File: src/rtl/oled_fb_pkg.sv
// shared types, command codes and protocol constants of the oled framebuffer sequencer
package oled_fb_pkg;

    localparam logic [2:0] CMD_SET_PIXEL   = 3'd0;
    localparam logic [2:0] CMD_START_INIT  = 3'd1;
    localparam logic [2:0] CMD_START_FLUSH = 3'd2;
    localparam logic [2:0] CMD_PULL        = 3'd3;
    localparam logic [2:0] CMD_START_OFF   = 3'd4;

    typedef enum logic [1:0] {
        SEQ_IDLE  = 2'd0,
        SEQ_INIT  = 2'd1,
        SEQ_FLUSH = 2'd2,
        SEQ_OFF   = 2'd3
    } seq_t;

    localparam logic [7:0] CTRL_COMMAND  = 8'h00;
    localparam logic [7:0] CTRL_DATA     = 8'h40;
    localparam logic [7:0] OP_SET_COLUMN = 8'h21;
    localparam logic [7:0] OP_SET_PAGE   = 8'h22;
    localparam logic [7:0] OP_DISPLAY_OFF = 8'hAE;
    localparam logic [7:0] OP_DISPLAY_ON  = 8'hAF;

    localparam int INIT_COUNT      = 21;
    localparam int FLUSH_CMD_COUNT = 6;

    localparam logic [6:0] DEVICE_ADDRESS_RESET = 7'd60;

    // controller to datapath
    typedef struct packed {
        logic clear_step;
        logic take;
        logic pixel_wb;
        logic fetch_load;
    } fb_ctl_t;

    // datapath to controller
    typedef struct packed {
        logic clear_last;
        logic need_rmw;
        logic need_fetch;
        logic out_busy;
    } fb_stat_t;

    // setup bytes, display-on last
    function automatic logic [7:0] init_byte(input logic [4:0] idx);
        logic [7:0] b;
        case (idx)
            5'd0:    b = OP_DISPLAY_OFF;
            5'd1:    b = 8'hD5;
            5'd2:    b = 8'h80;
            5'd3:    b = 8'hA8;
            5'd4:    b = 8'h3F;
            5'd5:    b = 8'hD3;
            5'd6:    b = 8'h00;
            5'd7:    b = 8'h40;
            5'd8:    b = 8'h8D;
            5'd9:    b = 8'h14;
            5'd10:   b = 8'h20;
            5'd11:   b = 8'h00;
            5'd12:   b = 8'hA1;
            5'd13:   b = 8'hC8;
            5'd14:   b = 8'hD9;
            5'd15:   b = 8'hF1;
            5'd16:   b = 8'hDB;
            5'd17:   b = 8'h40;
            5'd18:   b = 8'hA4;
            5'd19:   b = 8'hA6;
            5'd20:   b = OP_DISPLAY_ON;
            default: b = 8'h00;
        endcase
        return b;
    endfunction

endpackage

File: src/rtl/oled_fb_ctrl.sv
// controller state machine: clearing pass, item acceptance and frame store access steps
module oled_fb_ctrl (
    input  logic                 aclk,
    input  logic                 aresetn,
    input  logic                 s_tvalid,
    output logic                 s_tready,
    input  oled_fb_pkg::fb_stat_t stat,
    output oled_fb_pkg::fb_ctl_t  ctl
);
    import oled_fb_pkg::*;

    typedef enum logic [1:0] {
        ST_CLEAR,
        ST_READY,
        ST_PIXEL,
        ST_FETCH
    } state_t;

    state_t state_reg;
    state_t state_next;

    always_comb begin
        state_next     = state_reg;
        s_tready       = 1'b0;
        ctl.clear_step = 1'b0;
        ctl.take       = 1'b0;
        ctl.pixel_wb   = 1'b0;
        ctl.fetch_load = 1'b0;
        case (state_reg)
            ST_CLEAR: begin
                ctl.clear_step = 1'b1;
                if (stat.clear_last) begin
                    state_next = ST_READY;
                end
            end
            ST_READY: begin
                s_tready = !stat.out_busy;
                ctl.take = s_tvalid && !stat.out_busy;
                if (ctl.take && stat.need_rmw) begin
                    state_next = ST_PIXEL;
                end else if (ctl.take && stat.need_fetch) begin
                    state_next = ST_FETCH;
                end
            end
            ST_PIXEL: begin
                ctl.pixel_wb = 1'b1;
                state_next   = ST_READY;
            end
            ST_FETCH: begin
                ctl.fetch_load = 1'b1;
                state_next     = ST_READY;
            end
            default: begin
                state_next = ST_CLEAR;
            end
        endcase
    end

    always_ff @(posedge aclk) begin
        if (!aresetn) begin
            state_reg <= ST_CLEAR;
        end else begin
            state_reg <= state_next;
        end
    end

endmodule

File: config.mk
export PLATFORM = sky130hd
export DESIGN_NAME = oled_fb_ctrl
export DESIGN_NICKNAME = d
export VERILOG_FILES = /design/src/rtl/oled_fb_pkg.sv /design/src/rtl/oled_fb_ctrl.sv
export SDC_FILE = /design/constraint.sdc
export NUM_CORES = 1
export LEC_CHECK = 0
export BUFFER_PORTS_ARGS = -buffer_cell sky130_fd_sc_hd__clkbuf_2
export CAP_MARGIN = 25
export CORE_AREA = 2 2 39 41
export CTS_CLUSTER_DIAMETER = 30
export DETAILED_ROUTE_END_ITERATION = 10
export DIE_AREA = 0 0 41 43
export GPL_TIMING_DRIVEN = 0
export PLACE_DENSITY_LB_ADDON = 0.25
export SLEW_MARGIN = 0
export SYNTH_ARGS = -nofsm -noshare
export SYNTH_HDL_FRONTEND = slang
export SYNTH_SLANG_ARGS = --single-unit
export TNS_END_PERCENT = 30
File: constraint.sdc
create_clock -name aclk -period 0.8 [get_ports aclk]
set_clock_uncertainty 0.05 [all_clocks]
set_input_delay 0.16 -clock aclk [delete_from_list [all_inputs] [get_ports aclk]]
set_output_delay 0.16 -clock aclk [all_outputs]
set_load 0.03 [all_outputs]
==> results of run 1 <==
## worst max-delay path, stage by stage, from the launching register on
cell and delay [ns]:
dfxtp_4 0.35, and4bb_4 0.36, buf_8 0.13
## path summary, 6_finish.rpt
| kind | from | end | slack [ns] | depth (start not counted) |
|---|---|---|---|---|
| setup reg to reg | state_reg[1] | state_reg[1] | -0.25 | 3 |
| hold reg to reg | state_reg[0] | state_reg[0] | 0.53 | 2 |
| hold / removal | stat[2] | state_reg[0] | 0.08 | 2 |
| setup / recovery | state_reg[1] | ctl[2] | -0.46 | 2 |
## power groups by stage
| stage | Combinational, mW | Clock (mW) | Sequential [mW] |
|---|---|---|---|
| finish | 0.0934 | 0.223 | 0.111 |
| floorplan | 0.0413 | 0 | 0.113 |
| global route | 0.0999 | 0.248 | 0.113 |
| detailed placement | 0.0708 | 0 | 0.115 |
| CTS | 0.0813 | 0.238 | 0.114 |
| global placement | 0.0694 | 0 | 0.114 |
## metrics by stage
stage / setup slack, ns / TNS [ns]
4_1_cts: -0.463 / -2.05
6_report: -0.464 / -2.15
5_1_grt: -0.494 / -2.43
2_1_floorplan: -0.184 / -1.07
3_3_place_gp: -0.286 / -1.15
3_5_place_dp: -0.302 / -1.33
## timing repair
action,in CTS,in global routing
resized for setup,10,9
pin swaps,0,1
gates cloned,0,0
setup endpoints to repair,7,7
setup buffers,0,2
## metal layers
layer	vias up	wire length [um]	GRT usage
met2	14	168	0.0500
met3	2	68	0.0576
met5	-	0	0
li1	71	-	-
met4	0	10	0.0600
met1	65	187	0.0796
## cells in the mapped netlist, drive strengths merged
| cell type | instances | share of area |
|---|---|---|
| a21oi | 1 | 0.048 |
| and2 | 1 | 0.072 |
| and4bb | 1 | 0.16 |
| dfxtp | 2 | 0.39 |
| nor2 | 1 | 0.036 |
| nor2b | 1 | 0.060 |
| nor3b | 1 | 0.072 |
| o211a | 1 | 0.096 |
| o31ai | 1 | 0.072 |
## area by class of cell
cell class,count,area share
Multi-Input combinational cell,8,0.288
Timing Repair Buffer,13,0.387
Tap cell,16,0.0721
Sequential cell,2,0.171
Clock buffer,3,0.0811
## kinds of logic after synthesis
logic type,share of synthesized area
compound gates,0.217
simple gates,0.398
flops,0.386
==> summary.txt, run 1 <==
Initial DRC count: 0
Final worst path period share: 1.58
Critical path class: reg -> out
Seq/Total Area, Yosys: 0.386
Reg clk slew, reported paths: 0.03 ns
RSZ-0062 raised after global routing: yes
Hold-fix buffers, CTS: 0
Via-to-Cell Ratio: 3.62
Worst Path Arrival: 1.05 ns
CTS tree: built
Final Routed Wirelength: 434 um
Crit end category: primary output
Core Area: 1380 um2
Vias in the first global route: 144
Clock root cell: clkbuf_4
Worst IR drop on VDD: 0.000583 V
DRC viols: 0
Internal Pwr Total: 0.319 mW
First-pass GRT wire length: 648 um
Startpoint types: flip-flop
Clk pwr share: 0.522
GPL Wtd Cong: 0.540
Synth warnings: 0
Total congestion overflow: 0
Initial Util: 0.0750
Slew @ Worst Pin: 0.189 ns
Max-Cap Viols: 0
Max reg flops: 2
Via count: 152
Worst-skew pair later-pin latency: 0.22 ns
Required time of the critical path: 0.59 ns
Hold Crit Class: in -> reg
Die Ht: 43 um
CTS buffer count: 3
H-Tree Depth: 1
Seq pwr share: 0.260
Worst Hold Margin: 0.0773 ns
Nets: 35
Sw Pwr: 0.109 mW
Comb power frac: 0.218
Max-Slew Margin vs Limit: 0.873
Pleak: 0.134 nW
All-Layer GR Usage: 0.0611
Worst Slack Setup Final: -0.464 ns
Antenna Cells: 0
Final core occ: 0.201
Largest net degree at the start of global routing: 7
# rows: 14
Highest clock rate: 0.791 GHz
Final hold viol count: 0
Antenna viol nets, final: 0
Post-synth cell types: 9
Non-Filler Instances: 42
Antenna violations before repair: 0
Width of the die: 41 um
Mapped cell area: 104 um2
Fin crit period: 1.26 ns
Crit Path Max Fanout: 5
Slew Viols, Final: 0
Layout fillers: 163
DR pass1 iterations: 1
Status: complete, but fails checks
I/O pins: 12
Commonest non-fill, non-tap cell in the layout: clkbuf_2
Layout cells sized above 1: 0.885
Seq cells post-synth: 2
Design Power: 0.428 mW
Violated checks: negative setup slack
Most frequent cells in the layout: clkbuf_2 (6), clkbuf_4 (3), buf_6 (3), buf_4 (2), dfxtp_4 (2)
Die area: 1760 um2
CTS Sinks: 2
Mean post-synth cell area: 10.4 um2
Clk buf depth: 2
Net Count, Synth: 17
Placed cell areas: 193 um2
Register area: 47.5 um2
Setup-failing EPs final: 7
Net Sw Frac: 0.255
Pwr/cell area: 1540 nW/um2
WL/cell: 10.3 um
Syn Inst Count: 10
Buffers on Ports: 11
Finished Cell Area: 278 um2
Synth-to-layout area growth: 167%
Multi-input gate area: 80.1 um2
Inst Count DP: 37
Note: power is estimated with default switching activity, not from simulation.
==> run 2, diff against run 1 <==
ABC_AREA = 1   (was unset)
==> summary.txt, run 2 <==
Status: complete, but fails checks
Violated checks: negative setup slack
Nets: 44
Synth warnings: 0
Max-Cap Viols: 0
Total congestion overflow: 0
CTS buffer count: 3
Asr flop ratio synth: 0
Via count: 168
DRC viols: 0
Largest net degree at the start of global routing: 6
Seq/Total Area, Yosys: 0.333
RR Startpoint: state_reg[0]
Antenna viol nets, final: 0
Post-place setup slack: -0.167 ns
Post-synth cell types: 8
Crit path launch: state_reg[1]
Clock root cell: clkbuf_4
Slew @ Worst Pin: 0.135 ns
Max reg flops: 2
Critical path cell sequence: inv_4 -> nand2_4 -> nor2_4 -> buf_8
Top post-synthesis cells by area: dfxtp_1 (33%), nor2_1 (19%), inv_1 (13%)
Share of the synthesized area in the top cell type: 0.333
Antenna Cells: 0
FF-to-FF path depth: 4
Post-synth EDFFs: 0
H-Tree Depth: 1
Final Routed Wirelength: 371 um
Synth-to-layout area growth: 155%
Via-to-Cell Ratio: 3.23
Required time of the critical path: 0.59 ns
Initial Util: 0.0868
Reg clk slew, reported paths: 0.04 ns
Initial DRC count: 2
Max-Slew Margin vs Limit: 0.910
GPL Wtd Cong: 0.613
Crit end category: primary output
Net Count, Synth: 28
Worst Slack Setup Final: -0.340 ns
Detail Placement HPWL: 276 um
Prevailing post-synth register cell: dfxtp_1
Seq cells post-synth: 2
Mapped cell area: 120 um2
Vias in the first global route: 181
Inst Count DP: 48
Reg-to-reg endpoint: state_reg[0]
Startpoint types: flip-flop
Setup-failing EPs final: 5
Leading area contributor after synthesis: dfxtp_1
Non-Filler Instances: 52
Die Ht: 43 um
# rows: 14
Worst IR drop on VDD: 0.000370 V
WL/cell: 7.13 um
Syn Inst Count: 21
Final worst path period share: 1.43
Worst Hold Margin: 0.116 ns
DR pass1 iterations: 4
Most instantiated library cell after synthesis: nor2_1
Hold Crit Class: in -> reg
Slew Viols, Final: 0
WHS Endpoint: state_reg[0]
First-pass GRT wire length: 641 um
Slowest-stage cell, CP: dfxtp_2
Final hold viol count: 0
Hold path cells: 3
Core Area: 1380 um2
CTS tree: built
Hold path start: aresetn
Setup slack, reg-to-reg: 0.01 ns
Buffers on Ports: 11
Post-synth top cells: nor2_1 (6), inv_1 (4), nand2_1 (4)
Worst-skew pair later-pin latency: 0.23 ns
Highest clock rate: 0.877 GHz
Die area: 1760 um2
Mean post-synth cell area: 5.72 um2
Max stage delay on crit path: 0.34 ns
Fin crit period: 1.14 ns
Clk buf depth: 2
Setup repair bufs after CTS: 0
Pwr/cell area: 1580 nW/um2
RSZ-0062 raised after global routing: yes
All-Layer GR Usage: 0.0631
TNS Setup: -1.51 ns
Antenna violations before repair: 0
Width of the die: 41 um
Layout cells sized above 1: 0.667
Worst Path Arrival: 0.93 ns
Crit Path Max Fanout: 3
Critical path class: reg -> out
Most frequent cells in the layout: clkbuf_2 (6), nor2_4 (4), buf_8 (4)
I/O pins: 12
Commonest non-fill, non-tap cell in the layout: clkbuf_2
Pleak: 0.144 nW
CTS Sinks: 2
## run 2: cell count changes after synthesis, sizes merged
cell,previous run,this run
and2,1,0
nand3,0,2
o31ai,1,0
a21oi,1,0
nor2,1,7
o211a,1,0
nor3b,1,0
nor2b,1,0
nand2,0,5
inv,0,4
nor3,0,1
and4bb,1,0
## run 2: area by class of cell
class / count / area, um2
Fill cell: 159 / 1080
Clock buffer: 4 / 26.3
Multi-Input combinational cell: 15 / 100
Sequential cell: 2 / 45.0
Tap cell: 16 / 20.0
Timing Repair Buffer: 11 / 97.6
Inverter: 4 / 17.5
## run 2: metal layers
metal / part of all wire / GRT usage / vias to the layer above
met3: 0.13 / 0.0576 / 0
li1: - / - / 93
met5: 0 / 0 / -
met2: 0.39 / 0.0688 / 11
met4: 0 / 0.0800 / 0
met1: 0.48 / 0.0575 / 64
## run 2: worst max-delay path: cells and delay by family (launching register included)
kind / cells / cell delay (ns)
DFF: 1 / 0.34
and+or+nand+nor: 2 / 0.16
buffers and inverters: 2 / 0.21
## run 2: kinds of logic after synthesis
kind of cell           Yosys count  synth area share
buffers and inverters            4             0.125
flip-flops                       2             0.333
AND/OR/NAND/NOR                 15             0.542
## run 2: how the worst max path moves through the flow
stage,to,slack [ns],cells after the start
after global routing,ctl[2],-0.39,3
after floorplan,state_reg[0],-0.06,4
after CTS,ctl[2],-0.37,4
after detailed placement,ctl[2],-0.17,4
after global placement,ctl[2],-0.17,4
final,ctl[2],-0.34,4
## run 2: power breakdown
group          total, mW  leakage, nW  switching (mW)  internal, mW
Sequential         0.118       0.0175          0.0128         0.106
Clock              0.250       0.0150          0.0640         0.186
Combinational      0.116        0.111          0.0615        0.0544
Total              0.484        0.144           0.138         0.346
## run 2: repair_timing
| item | 4_1_cts | 5_1_grt |
|---|---|---|
| gates resized for setup | 9 | 6 |
| endpoints found under the setup margin | 5 | 7 |
| hold buffers | 0 | 0 |
| hold endpoints to repair | 0 | 0 |
## run 2: per-stage QoR
step	util	power, mW	cell area (um2)
2_1_floorplan	-	0.180	163
4_1_cts	0.218	0.494	302
3_3_place_gp	0.172	0.213	238
3_5_place_dp	0.172	0.212	238
5_1_grt	0.222	0.528	307
6_report	0.222	0.484	307
==> run 3, diff against run 2 <==
CELL_PAD_IN_SITES_DETAIL_PLACEMENT = 0   (was unset)
CELL_PAD_IN_SITES_GLOBAL_PLACEMENT = 1   (was unset)
CTS_BUF_LIST = sky130_fd_sc_hd__clkbuf_8   (was unset)
TNS_END_PERCENT = 5   (was 30)
==> summary.txt, run 3 (synthesized netlist as in run 2, its figures left out) <==
Met3 wire length: 79 um
RR Startpoint: state_reg[0]
Via-to-Cell Ratio: 3.31
Final worst path period share: 1.41
Via count: 172
Placed cell areas: 238 um2
Setup-failing EPs final: 5
CP delay by family, top: flip-flops
WP buf/inv: 2
Layout fillers: 150
Clk buf depth: 2
Slew Viols, Final: 0
# rows: 14
Finished Cell Area: 332 um2
Final Routed Wirelength: 378 um
Crit end category: primary output
Hold path cells: 3
Max-Cap Viols: 0
Hold Crit Class: in -> reg
Design Power: 0.642 mW
Highest clock rate: 0.888 GHz
Post-place setup slack: -0.167 ns
Antenna violations before repair: 0
Worst Path Arrival: 0.92 ns
Core Area: 1380 um2
Initial Util: 0.0868
GPL Wtd Cong: 0.562
CTS buffer count: 3
Violated checks: negative setup slack
First-pass GRT wire length: 648 um
Pleak: 0.157 nW
CTS Sinks: 2
Antenna Cells: 0
Slew @ Worst Pin: 0.132 ns
Multi-input gate area: 100 um2
I/O pins: 12
Reg clk slew, reported paths: 0.03 ns
Final hold viol count: 0
Most frequent cells in the layout: clkbuf_2 (6), nor2_4 (4), clkbuf_8 (4), buf_8 (4)
Die Ht: 43 um
Slowest-stage cell, CP: dfxtp_2
TNS Setup: -1.41 ns
Setup slack, reg-to-reg: 0.01 ns
Max reg flops: 2
All-Layer GR Usage: 0.0621
Worst Slack Setup Final: -0.326 ns
Met1 wire length: 152 um
Worst IR drop on VDD: 0.000753 V
WL/cell: 7.27 um
Synth-to-layout area growth: 176%
Initial DRC count: 1
CTS tree: built
Status: complete, but fails checks
Crit Path Max Fanout: 3
Max stage delay on crit path: 0.34 ns
FF-to-FF path depth: 4
Pwr/cell area: 1940 nW/um2
Top routing layer in use: met3
Critical path cell sequence: inv_4 -> nand2_4 -> nor2_4 -> buf_8
Critical path class: reg -> out
Antenna viol nets, final: 0
Reg-to-reg endpoint: state_reg[0]
DRC viols: 0
Startpoint types: flip-flop
Nets: 44
Layout cells sized above 1: 0.667
Total congestion overflow: 0
DR pass1 iterations: 2
Setup repair bufs after CTS: 0
WL met2: 146 um
Die area: 1760 um2
H-Tree Depth: 1
Vias in the first global route: 178
Required time of the critical path: 0.59 ns
Largest net degree at the start of global routing: 6
RSZ-0062 raised after global routing: yes
Hold path start: aresetn
Hold-fix buffers, CTS: 0
WHS Endpoint: state_reg[0]
Max-Slew Margin vs Limit: 0.911
Fin crit period: 1.13 ns
Register area: 45.0 um2
Buffers on Ports: 11
Width of the die: 41 um
Worst-skew pair later-pin latency: 0.21 ns
Clock root cell: clkbuf_8
Commonest non-fill, non-tap cell in the layout: clkbuf_2
## run 3: cell types whose count changed in the layout (fill, tap and decap cells not counted)
| cell | change |
|---|---|
| clkbuf_4 | -3 |
| buf_4 | -1 |
| clkbuf_1 | -1 |
| inv_1 | +1 |
| clkbuf_8 | +4 |
## run 3: worst min-delay path, stage by stage
cell and delay, ns:
clkbuf_2 0.09, nand2_1 0.07, nor2_1 0.04
## run 3: timing repair
item | in CTS | in global routing
endpoints found under the setup margin | 5 | 7
resized for setup | 10 | 5
cloned | 0 | 0
## run 3: worst max path at each step
stage / start / to / slack [ns] / cells after the start
final: state_reg[1] / ctl[2] / -0.33 / 4
after global routing: state_reg[1] / s_tready / -0.37 / 4
after CTS: state_reg[1] / ctl[2] / -0.36 / 4
after detailed placement: state_reg[1] / ctl[2] / -0.17 / 4
after global placement: state_reg[1] / ctl[2] / -0.16 / 4
after floorplan: state_reg[0] / state_reg[0] / -0.06 / 4
## run 3: routing by layer
layer | vias up | GRT usage
met5 | - | 0
met1 | 66 | 0.0637
li1 | 92 | -
met2 | 14 | 0.0719
met4 | 0 | 0.0600
met3 | 0 | 0.0524
## run 3: report_power, final
part           internal (mW)  switching (mW)  total, mW  leakage (nW)
clock                  0.325          0.0832      0.408        0.0269
sequential             0.106          0.0122      0.118        0.0175
combinational         0.0551          0.0607      0.116         0.113
## run 3: layout make-up
cell class | count | share of cell area
Clock buffer | 3 | 0.125
Clock inverter | 1 | 0.0113
Inverter | 4 | 0.0528
Multi-Input combinational cell | 15 | 0.302
Sequential cell | 2 | 0.136
Tap cell | 16 | 0.0604
Timing Repair Buffer | 11 | 0.313
## run 3: through the flow
step	hold slack, ns	std cells	util
CTS	0.123	52	0.236
detailed placement	0.348	48	0.172
global route	0.157	52	0.240
floorplan	0.226	21	-
global placement	0.351	48	0.172
finish	0.134	52	0.240
